### src/mep_pkg.sv
package mep_pkg;

    // field and datapath widths
    localparam int COORD_BITS   = 10;
    localparam int FRAC_BITS    = 26;
    localparam int COUNT_BITS   = 16;
    localparam int PALETTE_SIZE = 7;
    localparam int PAL_BITS     = 3;
    localparam int WORD_BITS    = 32;
    localparam int PROD_BITS    = 2 * WORD_BITS;
    localparam int SCREEN_BITS  = COORD_BITS + 1;
    localparam int INDEX_BITS   = 3;

    // escape bound: 4.0 in the squared (Q12.52) scale
    localparam logic [PROD_BITS-1:0] ESCAPE_BOUND = PROD_BITS'(4) << (2 * FRAC_BITS);

    // register reset values
    localparam logic signed [WORD_BITS-1:0] RESET_REAL_START = -32'sd154350387;
    localparam logic signed [WORD_BITS-1:0] RESET_IMAG_START = -32'sd80530637;
    localparam logic signed [WORD_BITS-1:0] RESET_REAL_STEP  = 32'sd671089;
    localparam logic signed [WORD_BITS-1:0] RESET_IMAG_STEP  = 32'sd671089;
    localparam logic [COUNT_BITS-1:0]       RESET_LIMIT      = COUNT_BITS'(32);

    // register indexes of the configuration port
    typedef enum logic [INDEX_BITS-1:0] {
        REG_REAL_START = 3'd0,
        REG_IMAG_START = 3'd1,
        REG_REAL_STEP  = 3'd2,
        REG_IMAG_STEP  = 3'd3,
        REG_ITER_LIMIT = 3'd4,
        REG_OFFSET_X   = 3'd5,
        REG_OFFSET_Y   = 3'd6
    } reg_index_t;

    // view and screen settings
    typedef struct packed {
        logic signed [WORD_BITS-1:0] real_start;
        logic signed [WORD_BITS-1:0] imag_start;
        logic signed [WORD_BITS-1:0] real_step;
        logic signed [WORD_BITS-1:0] imag_step;
        logic [COUNT_BITS-1:0]       iteration_limit;
        logic [COORD_BITS-1:0]       offset_x;
        logic [COORD_BITS-1:0]       offset_y;
    } cfg_t;

    // one finished pixel
    typedef struct packed {
        logic [SCREEN_BITS-1:0] screen_x;
        logic [SCREEN_BITS-1:0] screen_y;
        logic                   in_set;
        logic [COUNT_BITS-1:0]  escape_count;
        logic [PAL_BITS-1:0]    palette_index;
        logic                   invert_out;
    } result_t;

    // sequencer states
    typedef enum logic [3:0] {
        ST_IDLE,
        ST_MUL_CR,
        ST_MUL_CI,
        ST_LOAD_CI,
        ST_SQ_R,
        ST_SQ_I,
        ST_CHECK,
        ST_UPDATE,
        ST_FINISH
    } state_t;

    // clamp a wide signed value to the 32-bit signed range
    function automatic logic signed [WORD_BITS-1:0] sat_word(
        input logic signed [PROD_BITS-1:0] v
    );
        logic signed [PROD_BITS-1:0] hi;
        logic signed [PROD_BITS-1:0] lo;
        logic signed [WORD_BITS-1:0] r;
        hi = PROD_BITS'({1'b0, {(WORD_BITS-1){1'b1}}});
        lo = -hi - PROD_BITS'(1);
        if (v > hi)
            r = {1'b0, {(WORD_BITS-1){1'b1}}};
        else if (v < lo)
            r = {1'b1, {(WORD_BITS-1){1'b0}}};
        else
            r = v[WORD_BITS-1:0];
        return r;
    endfunction

endpackage

### src/mep_cfg.sv
module mep_cfg (
    input  logic                                  clk,
    input  logic                                  rst_n,
    input  logic                                  cfg_we,
    input  logic [mep_pkg::INDEX_BITS-1:0]        cfg_index,
    input  logic [mep_pkg::WORD_BITS-1:0]         cfg_data,
    output mep_pkg::cfg_t                         cfg
);
    import mep_pkg::*;

    cfg_t cfg_reg;

    // register file, unused indexes are ignored
    always_ff @(posedge clk or negedge rst_n)
    begin
        if (!rst_n)
        begin
            cfg_reg.real_start      <= RESET_REAL_START;
            cfg_reg.imag_start      <= RESET_IMAG_START;
            cfg_reg.real_step       <= RESET_REAL_STEP;
            cfg_reg.imag_step       <= RESET_IMAG_STEP;
            cfg_reg.iteration_limit <= RESET_LIMIT;
            cfg_reg.offset_x        <= '0;
            cfg_reg.offset_y        <= '0;
        end
        else if (cfg_we)
        begin
            case (cfg_index)
                REG_REAL_START: cfg_reg.real_start      <= cfg_data;
                REG_IMAG_START: cfg_reg.imag_start      <= cfg_data;
                REG_REAL_STEP:  cfg_reg.real_step       <= cfg_data;
                REG_IMAG_STEP:  cfg_reg.imag_step       <= cfg_data;
                REG_ITER_LIMIT: cfg_reg.iteration_limit <= cfg_data[COUNT_BITS-1:0];
                REG_OFFSET_X:   cfg_reg.offset_x        <= cfg_data[COORD_BITS-1:0];
                REG_OFFSET_Y:   cfg_reg.offset_y        <= cfg_data[COORD_BITS-1:0];
                default:        ;
            endcase
        end
    end

    assign cfg = cfg_reg;

endmodule

### src/mep_mul.sv
module mep_mul (
    input  logic                                  clk,
    input  logic signed [mep_pkg::WORD_BITS-1:0]  a,
    input  logic signed [mep_pkg::WORD_BITS-1:0]  b,
    output logic signed [mep_pkg::PROD_BITS-1:0]  p
);
    import mep_pkg::*;

    logic signed [PROD_BITS-1:0] p_reg;

    // shared 32x32 signed multiplier with registered product
    always_ff @(posedge clk)
    begin
        p_reg <= PROD_BITS'(a) * PROD_BITS'(b);
    end

    assign p = p_reg;

endmodule

### src/mep_core.sv
module mep_core (
    input  logic                              clk,
    input  logic                              rst_n,
    input  mep_pkg::cfg_t                     cfg,
    input  logic                              in_valid,
    output logic                              in_ready,
    input  logic [mep_pkg::COORD_BITS-1:0]    pixel_col,
    input  logic [mep_pkg::COORD_BITS-1:0]    pixel_row,
    input  logic                              invert_in,
    input  logic                              slot_free,
    output logic                              res_load,
    output mep_pkg::result_t                  res
);
    import mep_pkg::*;

    state_t state_reg, state_next;

    logic                         first_reg, first_next;
    logic                         inside_reg, inside_next;
    logic [COUNT_BITS-1:0]        count_reg, count_next;
    logic [PAL_BITS-1:0]          pal_reg, pal_next;

    logic [COORD_BITS-1:0]        col_reg, col_next;
    logic [COORD_BITS-1:0]        row_reg, row_next;
    logic                         inv_reg, inv_next;
    logic signed [WORD_BITS-1:0]  cr_reg, cr_next;
    logic signed [WORD_BITS-1:0]  ci_reg, ci_next;
    logic signed [WORD_BITS-1:0]  zr_reg, zr_next;
    logic signed [WORD_BITS-1:0]  zi_reg, zi_next;
    logic signed [PROD_BITS-1:0]  rr_reg, rr_next;
    logic signed [PROD_BITS-1:0]  diff_reg, diff_next;

    logic signed [WORD_BITS-1:0]  mul_a;
    logic signed [WORD_BITS-1:0]  mul_b;
    logic signed [PROD_BITS-1:0]  prod;

    logic [PROD_BITS-1:0]         mag;
    logic [COUNT_BITS:0]          count_inc;
    logic signed [PROD_BITS-1:0]  re_sum;
    logic signed [PROD_BITS-1:0]  im_sum;

    mep_mul u_mul (
        .clk (clk),
        .a   (mul_a),
        .b   (mul_b),
        .p   (prod)
    );

    // squared magnitude of the current z and the next iteration count
    assign mag       = rr_reg + prod;
    assign count_inc = {1'b0, count_reg} + (COUNT_BITS+1)'(1);

    // new z before clamping: floor-shifted products plus c
    assign re_sum = (diff_reg >>> FRAC_BITS) + PROD_BITS'(cr_reg);
    assign im_sum = (prod >>> (FRAC_BITS - 1)) + PROD_BITS'(ci_reg);

    // multiplier operand select
    always_comb
    begin
        case (state_reg)
            ST_MUL_CR:
            begin
                mul_a = WORD_BITS'(col_reg);
                mul_b = cfg.real_step;
            end
            ST_MUL_CI:
            begin
                mul_a = WORD_BITS'(row_reg);
                mul_b = cfg.imag_step;
            end
            ST_SQ_I:
            begin
                mul_a = zi_reg;
                mul_b = zi_reg;
            end
            default:
            begin
                mul_a = zr_reg;
                mul_b = (state_reg == ST_CHECK) ? zi_reg : zr_reg;
            end
        endcase
    end

    // sequencer
    always_comb
    begin
        state_next  = state_reg;
        first_next  = first_reg;
        inside_next = inside_reg;
        count_next  = count_reg;
        pal_next    = pal_reg;
        col_next    = col_reg;
        row_next    = row_reg;
        inv_next    = inv_reg;
        cr_next     = cr_reg;
        ci_next     = ci_reg;
        zr_next     = zr_reg;
        zi_next     = zi_reg;
        rr_next     = rr_reg;
        diff_next   = diff_reg;
        in_ready    = 1'b0;
        res_load    = 1'b0;

        case (state_reg)
            ST_IDLE:
            begin
                in_ready = 1'b1;
                if (in_valid)
                begin
                    col_next    = pixel_col;
                    row_next    = pixel_row;
                    inv_next    = invert_in;
                    zr_next     = '0;
                    zi_next     = '0;
                    count_next  = '0;
                    pal_next    = '0;
                    first_next  = 1'b1;
                    inside_next = 1'b1;
                    state_next  = ST_MUL_CR;
                end
            end
            ST_MUL_CR:
                state_next = ST_MUL_CI;
            ST_MUL_CI:
            begin
                cr_next    = sat_word(PROD_BITS'(cfg.real_start) + prod);
                state_next = ST_LOAD_CI;
            end
            ST_LOAD_CI:
            begin
                ci_next = sat_word(PROD_BITS'(cfg.imag_start) + prod);
                // a zero limit runs no iteration
                if (cfg.iteration_limit == '0)
                    state_next = ST_FINISH;
                else
                    state_next = ST_UPDATE;
            end
            ST_SQ_R:
                state_next = ST_SQ_I;
            ST_SQ_I:
            begin
                rr_next    = prod;
                state_next = ST_CHECK;
            end
            ST_CHECK:
            begin
                diff_next = rr_reg - prod;
                if (mag > ESCAPE_BOUND)
                begin
                    inside_next = 1'b0;
                    state_next  = ST_FINISH;
                end
                else
                begin
                    count_next = count_inc[COUNT_BITS-1:0];
                    pal_next   = (pal_reg == PAL_BITS'(PALETTE_SIZE - 1))
                                 ? '0 : pal_reg + PAL_BITS'(1);
                    if (count_inc[COUNT_BITS-1:0] == cfg.iteration_limit)
                        state_next = ST_FINISH;
                    else
                        state_next = ST_UPDATE;
                end
            end
            ST_UPDATE:
            begin
                // first pass starts from z = 0, so the new z is c itself
                if (first_reg)
                begin
                    zr_next = cr_reg;
                    zi_next = ci_reg;
                end
                else
                begin
                    zr_next = sat_word(re_sum);
                    zi_next = sat_word(im_sum);
                end
                first_next = 1'b0;
                state_next = ST_SQ_R;
            end
            ST_FINISH:
            begin
                if (slot_free)
                begin
                    res_load   = 1'b1;
                    state_next = ST_IDLE;
                end
            end
            default:
                state_next = ST_IDLE;
        endcase
    end

    // control registers
    always_ff @(posedge clk or negedge rst_n)
    begin
        if (!rst_n)
        begin
            state_reg  <= ST_IDLE;
            first_reg  <= 1'b1;
            inside_reg <= 1'b1;
            count_reg  <= '0;
            pal_reg    <= '0;
        end
        else
        begin
            state_reg  <= state_next;
            first_reg  <= first_next;
            inside_reg <= inside_next;
            count_reg  <= count_next;
            pal_reg    <= pal_next;
        end
    end

    // datapath registers
    always_ff @(posedge clk)
    begin
        col_reg  <= col_next;
        row_reg  <= row_next;
        inv_reg  <= inv_next;
        cr_reg   <= cr_next;
        ci_reg   <= ci_next;
        zr_reg   <= zr_next;
        zi_reg   <= zi_next;
        rr_reg   <= rr_next;
        diff_reg <= diff_next;
    end

    // result fields
    always_comb
    begin
        res.screen_x      = SCREEN_BITS'(col_reg) + SCREEN_BITS'(cfg.offset_x);
        res.screen_y      = SCREEN_BITS'(row_reg) + SCREEN_BITS'(cfg.offset_y);
        res.in_set        = inside_reg;
        res.escape_count  = count_reg;
        res.palette_index = inside_reg ? '0 : pal_reg;
        res.invert_out    = inv_reg;
    end

endmodule

### src/mandelbrot_escape_time_pixel.sv
// Escape-time Mandelbrot pixel unit.
// Input channel (in_valid/in_ready) carries one pixel: pixel_col, pixel_row
// and invert_in. The pixel maps to c = start + pixel * step in signed Q6.26,
// then z = z^2 + c runs from zero until |z|^2 > 4 or the iteration limit.
// Output channel (out_valid/out_ready) carries screen_x, screen_y, in_set,
// escape_count, palette_index (count mod 7, zero when in the set) and
// invert_out. The configuration port (cfg_we, cfg_index, cfg_data) writes
// one register per cycle; the user must write it only while the unit is
// idle, which the block itself does not enforce. One pixel at a time: a
// single 32x32 multiplier is shared by every product, so an iteration runs
// as two squares, cross product and update. A new pixel is taken only once
// the previous result has been loaded into the output register.
// A held result sits in the output register while the next pixel is taken
// and computed; the unit stalls in its last step only when that register is
// still full. Reset restores the default view (real_start, imag_start,
// steps, limit 32, zero offsets) and empties the output register.
module mandelbrot_escape_time_pixel (
    input  logic                                   clk,
    input  logic                                   rst_n,
    input  logic                                   cfg_we,
    input  logic [mep_pkg::INDEX_BITS-1:0]         cfg_index,
    input  logic [mep_pkg::WORD_BITS-1:0]          cfg_data,
    input  logic                                   in_valid,
    output logic                                   in_ready,
    input  logic [mep_pkg::COORD_BITS-1:0]         pixel_col,
    input  logic [mep_pkg::COORD_BITS-1:0]         pixel_row,
    input  logic                                   invert_in,
    output logic                                   out_valid,
    input  logic                                   out_ready,
    output logic [mep_pkg::SCREEN_BITS-1:0]        screen_x,
    output logic [mep_pkg::SCREEN_BITS-1:0]        screen_y,
    output logic                                   in_set,
    output logic [mep_pkg::COUNT_BITS-1:0]         escape_count,
    output logic [mep_pkg::PAL_BITS-1:0]           palette_index,
    output logic                                   invert_out
);
    import mep_pkg::*;

    cfg_t    cfg;
    result_t res;
    result_t res_reg;
    logic    res_load;
    logic    slot_free;
    logic    out_valid_reg;

    mep_cfg u_cfg (
        .clk       (clk),
        .rst_n     (rst_n),
        .cfg_we    (cfg_we),
        .cfg_index (cfg_index),
        .cfg_data  (cfg_data),
        .cfg       (cfg)
    );

    mep_core u_core (
        .clk       (clk),
        .rst_n     (rst_n),
        .cfg       (cfg),
        .in_valid  (in_valid),
        .in_ready  (in_ready),
        .pixel_col (pixel_col),
        .pixel_row (pixel_row),
        .invert_in (invert_in),
        .slot_free (slot_free),
        .res_load  (res_load),
        .res       (res)
    );

    // output register is free when empty or being drained this cycle
    assign slot_free = !out_valid_reg || out_ready;

    // output valid flag
    always_ff @(posedge clk or negedge rst_n)
    begin
        if (!rst_n)
            out_valid_reg <= 1'b0;
        else if (res_load)
            out_valid_reg <= 1'b1;
        else if (out_ready)
            out_valid_reg <= 1'b0;
    end

    // output payload
    always_ff @(posedge clk)
    begin
        if (res_load)
            res_reg <= res;
    end

    assign out_valid     = out_valid_reg;
    assign screen_x      = res_reg.screen_x;
    assign screen_y      = res_reg.screen_y;
    assign in_set        = res_reg.in_set;
    assign escape_count  = res_reg.escape_count;
    assign palette_index = res_reg.palette_index;
    assign invert_out    = res_reg.invert_out;

endmodule
### config.mk
export PLATFORM = sky130hd
export DESIGN_NAME = mandelbrot_escape_time_pixel
export DESIGN_NICKNAME = d
export VERILOG_FILES = /design/src/mep_pkg.sv /design/src/mep_cfg.sv /design/src/mep_mul.sv /design/src/mep_core.sv /design/src/mandelbrot_escape_time_pixel.sv
export SDC_FILE = /design/constraint.sdc
export NUM_CORES = 2
export LEC_CHECK = 0
export BUFFER_PORTS_ARGS = -buffer_cell sky130_fd_sc_hd__buf_2
export CORE_MARGIN = 4
export CORE_UTILIZATION = 50
export CTS_CLUSTER_DIAMETER = 100
export CTS_CLUSTER_SIZE = 10
export DETAILED_ROUTE_END_ITERATION = 6
export GPL_ROUTABILITY_DRIVEN = 0
export PLACE_DENSITY = 0.65
export SYNTH_ARGS = -nofsm -noshare
export SYNTH_HDL_FRONTEND = slang
export SYNTH_HIERARCHICAL = 1
export SYNTH_SLANG_ARGS = --single-unit
### constraint.sdc
create_clock -name clk -period 13.1 [get_ports clk]
set_clock_uncertainty 0.2 [all_clocks]
set_input_delay 2.62 -clock clk [delete_from_list [all_inputs] [get_ports clk]]
set_output_delay 2.62 -clock clk [all_outputs]
set_load 0.02 [all_outputs]
Word-level counts from Yosys, hierarchy flattened
Index checks and enable logic that the tools add are counted.
Operators by class
  add/sub/neg operators: 10
  multiply operators: 1
  $lt $le $gt $ge: 9
  eq/ne operators: 20
  multiplexer cells: 36
  reductions and logical operators: 20
Operators by type and width (count)
  32-bit 2-to-1 mux: 10
  64-bit by 32-bit greater-than comparator with 1-bit output (second input constant): 4
  64-bit by 32-bit < comparator with 1-bit output (second input constant): 4
  32-bit case mux with 3 select lines: 2
  32-bit by 64-bit adder with 64-bit output: 2
  32-bit case mux with 2 select lines: 2
  64-bit adder: 1
  64-bit by 55-bit greater-than comparator with 1-bit output (second input constant): 1
  32-bit by 32-bit multiplier with 64-bit output: 1
  64-bit subtractor: 1
  39-bit by 32-bit adder with 40-bit output: 1
  38-bit by 32-bit adder with 39-bit output: 1
  4-bit case mux with 9 select lines: 1
  16-bit 2-to-1 mux: 2
  16-bit case mux with 2 select lines: 1
  10-bit by 10-bit adder with 11-bit output: 2
  4-bit 2-to-1 mux: 5
  2-bit AND reduction: 10
  16-bit by 1-bit adder with 16-bit output (second input constant): 1
  16-bit equality test: 1
  4-bit by 3-bit equality test with 1-bit output (second input constant): 4
  16-bit zero test: 1
  3-bit equality test (second input constant): 4
  3-bit 2-to-1 mux: 3
  16 further kinds: 31
Word-level totals
  flip-flop bits (word level): 574
  output and inout port bits: 45
  word-level logic and storage cells: 125

Longest topological paths before layout
  word-level depth: 6
  depth in mapped cells: 37

Modules after synthesis
Netlist, hierarchy kept.
Modules (own cells, without submodules)
  mep_mul: times used 1, cells each 3934, area an instance 37507.2 µm², sequential area each 1281.2 µm²
  mep_core: times used 1, cells each 4089, area an instance 32875.3 µm², sequential area each 8165.3 µm²
  mep_cfg: times used 1, cells each 353, area an instance 6262.3 µm², sequential area each 4180.3 µm²
  mandelbrot_escape_time_pixel: times used 1, cells each 46, area an instance 1338.8 µm², sequential area each 1316.3 µm²

Worst setup path before layout
OpenSTA, ideal clock, no wires.
  path kind: register to register
  start: reg u_core.state_reg[3]
  end: reg u_core.u_mul.p_reg[60] (netlist: u_core/u_mul/p[60])
  setup time: 93 ps
  data arrival time: 10127 ps
  required time: 12807 ps
  slack: 2680 ps
  stages on the path, launching flop included: 33
  path buffers: 4
  cells stage by stage: dfrtp_1 -> clkbuf_1 -> nor2_1 -> nand2_1 -> nor2_1 -> clkbuf_1 -> a22o_1 -> clkbuf_1 -> nand2_1 -> fa_1 -> fa_1 -> inv_1 -> fa_1 -> inv_1 -> fa_1 -> inv_1 -> fa_1 -> fa_1 -> fa_1 -> inv_1 -> fa_1 -> inv_1 -> ha_1 -> buf_6 -> a211oi_2 -> o21ai_1 -> a221oi_2 -> o211ai_2 -> a2111o_1 -> o21ai_2 -> o31a_1 -> a21oi_1 -> o311ai_2
Between the ends
  elaborated cells on any way between the ends: 8
  classes of those cells: mul (1); eq/ne (4); mux (3)
RTL lines
  start: declaration: line mep_core.sv:16  | state_t state_reg, state_next;
  start signal: assignment: line mep_core.sv:206  | state_reg <= state_next;
  4-bit by 3-bit equality test with 1-bit output (tied with other cells): line mep_core.sv:60  | case (state_reg)
  32-bit case mux with 3 select lines *: line mep_core.sv:60
  via u_core.mul_a[29]: line mep_core.sv:33  | logic signed [WORD_BITS-1:0] mul_a;
  32-bit by 32-bit multiplier with 64-bit output *: line mep_mul.sv:14  | p_reg <= PROD_BITS'(a) * PROD_BITS'(b);
  end signal: assignment: line mep_mul.sv:14
  end: declaration: line mep_mul.sv:9  | logic signed [PROD_BITS-1:0] p_reg;
The timed path passes the listed nets; every way through them passes the cells marked *.
A chain may end at the register's enable or synchronous reset.

Worst setup path in the final report
  start: reg u_core.state_reg[1]
  end: reg u_core.u_mul.p_reg[60] (netlist: u_core/u_mul/p[60])
Between the ends
  cells in the longest elaborated chain, start to end: 4
  elaborated cells on any way between the ends: 8
  classes of those cells: mul (1); eq/ne (4); mux (3)
RTL lines
  4-bit by 3-bit equality test with 1-bit output: line mep_core.sv:79  | mul_b = (state_reg == ST_CHECK) ? zi_reg : zr_reg;
  32-bit 2-to-1 mux: line mep_core.sv:79
  32-bit case mux with 3 select lines *: line mep_core.sv:60
  via u_core.mul_b[1]: line mep_core.sv:34  | logic signed [WORD_BITS-1:0] mul_b;
  32-bit by 32-bit multiplier with 64-bit output *: line mep_mul.sv:14
Marked as above.

==> key figures <==
Logic synthesis
  • Flop and latch count out of synthesis: about 550
  • Mapped cell area: 77980 sq um
  • Part of the Yosys area used for sequential elements: 19.16%
  • Post-synth top area cell: fa_1
  • Synth top area share: ~28%
  • Synth area leaders: fa_1, edfxtp_1, ha_1, inv_1, and2_1
  • Post-synth EDFFs: around 290
  • Synth warn: 6
  • Top FF cell, synth: edfxtp_1
  • Most common library cells after synthesis: inv_1, fa_1, nand2_1
  • Post-Syn Area per Cell: a little over 9 sq um
  • Syn Inst Count: 8422
  • Count of different cell masters after synthesis: 116
  • Syn nets: 10110
  • Most frequent cell after synthesis: inv_1
  • Post-synthesis async set-or-reset flop share: 34.67%

Global route
  • Total GRT Usage: ~30%
  • Gr busiest metal: met2
  • Met3 usage: 7.387%
  • Met1 Use GR: around two fifths
  • Via count of the first global-routing pass: 63450
  • Met2 Usage GRT: 45.68%
  • Initial antenna violation count: 26
  • Gr ovfl total: 0
  • Largest net degree at the start of global routing: 73
  • First-pass GRT wire length: 376700 um

Floorplan
  • Core footprint: approximately 150000 sq um
  • Row cnt: 144
  • Die span in y: 402.9 um
  • Top Ports: 106
  • Initial Util: 50.45%
  • Die width: 402.9 um
  • Die area: 162300 sq um

Detailed routing
  • DRT Pass-1 Iters: 7
  • 1st-iter DRT viols: 6888
  • Via count: about 64000
  • Remaining antenna violation count after routing: 0
  • Wire per inst: 23.41 um
  • DR vias/cell: 6.102
  • DR DRC count: 16
  • Final WL: 243700 um

Worst setup path
  • Crit path required time: about 13 ns
  • Crit-path leading delay family: adder cells
  • Crit-path slowest cell: fa_1
  • Most frequent CP cell: fa_1
  • CP max stage delay: 1.02 ns
  • Critical path class: reg -> reg
  • CP arrival: between 10 and 15 ns
  • CP Launch Type: flip-flop
  • Worst-path maximum fanout: 32
  • WP buf/inv: 7
  • Crit end category: flip-flop

Finish
  • Fillcell total: between 10000 and 15000
  • Share of layout cells above drive strength 1: 6.900%
  • Final Net Count: about 10000
  • Max FFs per register: 164
  • Area growth, synth to finish: 5.518%

STA
  • Normalized max-slew margin: 11.67%
  • FMAX: 89.27 MHz
  • # setup viols final: 0
  • Setup TNS: 0 ns
  • WHS: 0.2345 ns
  • Final min period: 11.20 ns
  • RSZ-0062 raised after global routing: false
  • Final slew viol count: 0
  • Fin crit share: 85.51%
  • Endpoints failing hold: 0
  • Worst-Margin Slew: 1.313 ns

Clock network
  • Clock Tree Buf Depth: 3
  • Root Driver: clkbuf_16
  • Cts repair resizes: 0
  • Hold_buf cts: 0
  • Num CTS Buffers: 60
  • Post-CTS setup buffer count: 0
  • CTS clock-pin slew for the worst setup and hold paths: 0.06 ns
  • CTS H-tree lvls: 2
  • Clock sink count: 548
  • CTS tree: done
  • Worst skew pair latency: slightly below 0.7 ns

Run status
  • Status: complete, but fails checks
  • Failing checks: design-rule violations

Placement
  • # port buffers: 105
  • Placed wire-length estimate: about 190000 um

Flow run
  • Max cap viols: 0

Min path
  • Worst hold path type: reg -> reg
==> worst reg2reg max path: cells and delay by family, from the launching register on <==
family / cells / cell delay, ns
buffers and inverters: 7 / 1.21
AOI/OAI and AO/OA: 8 / 1.80
and+or+nand+nor: 8 / 2.37
adders and majority gates: 9 / 5.10
DFF: 1 / 0.48
==> path summary, 6_finish.rpt <==
| check | from | to | slack [ns] | depth (start not counted) |
|---|---|---|---|---|
| max | u_core/state_reg[1] | u_core/u_mul/p[60] | 1.90 | 32 |
| min | u_core/inv_reg | invert_out | 0.23 | 0 |
| max reg2reg | u_core/state_reg[1] | u_core/u_mul/p[60] | 1.90 | 32 |
| min reg2reg | u_core/inv_reg | invert_out | 0.23 | 0 |
| max in group asynchronous | rst_n | u_core/count_reg[9] | 9.43 | 2 |
| min in group asynchronous | rst_n | u_cfg/cfg[156] | 1.76 | 1 |
==> stage by stage <==
step	utilization, %	instances	cell area (sq um)	worst slack (ns)
global route	53.21	10400	82250	1.295
floorplan	-	8422	77980	2.680
CTS	53.20	10390	82240	2.069
detailed placement	52.06	10280	80480	2.075
global placement	52.06	10280	80480	2.379
finish	53.23	10410	82290	1.898
==> metal layers <==
metal,vias up,part of all wire [%]
li1,27950,-
met2,3141,44
met1,31850,40
met4,12,5.5
met5,-,0.10
met3,585,10
==> layout make-up <==
cell class | instances | area (sq um) | area share [%]
repair buffers | 227 | 1450 | 1.762
inverters | 1162 | 4362 | 5.301
diodes | 20 | 50.05 | 0.06082
multi-input cells | 6297 | 57170 | 69.47
clock buffers | 112 | 1718 | 2.088
flip-flops and latches | 548 | 14940 | 18.16
clock inverters | 2 | 38.79 | 0.04714
well taps | 2044 | 2557 | 3.108
==> cells in the final DEF, fill, tap and decap left out, drive strengths merged, types with 25 or more instances in the layout <==
master,n
inv,1161
fa,1089
nand2,888
and2,545
ha,534
a21oi,499
o21ai,410
nor2,332
edfxtp,294
buf,226
xnor2,219
a21o,168
mux2,165
dfrtp,127
xor2,114
clkbuf,113
nand4,105
nand3,102
nor3,86
nor4,84
o21bai,74
dfxtp,64
dfstp,63
nor2b,60
o31ai,60
mux2i,54
nand2b,51
and3,50
a211oi,46
a31oi,39
o211ai,38
o21a,36
a222oi,29
a22o,26
a221oi,25
==> logic make-up after synthesis <==
kind of cell,count (synthesis),synth area share [%]
DFF,548,19.16
xor gates and xnor gates,333,3.740
muxes,219,3.076
AOI/OAI and AO/OA,1685,14.01
adders and majority gates,1623,36.52
buffers and inverters,1577,7.753
and+or+nand+nor,2437,15.74
Power is not shown: default switching activity piles up to over one toggle a cycle in this logic, so the estimate is an artifact.
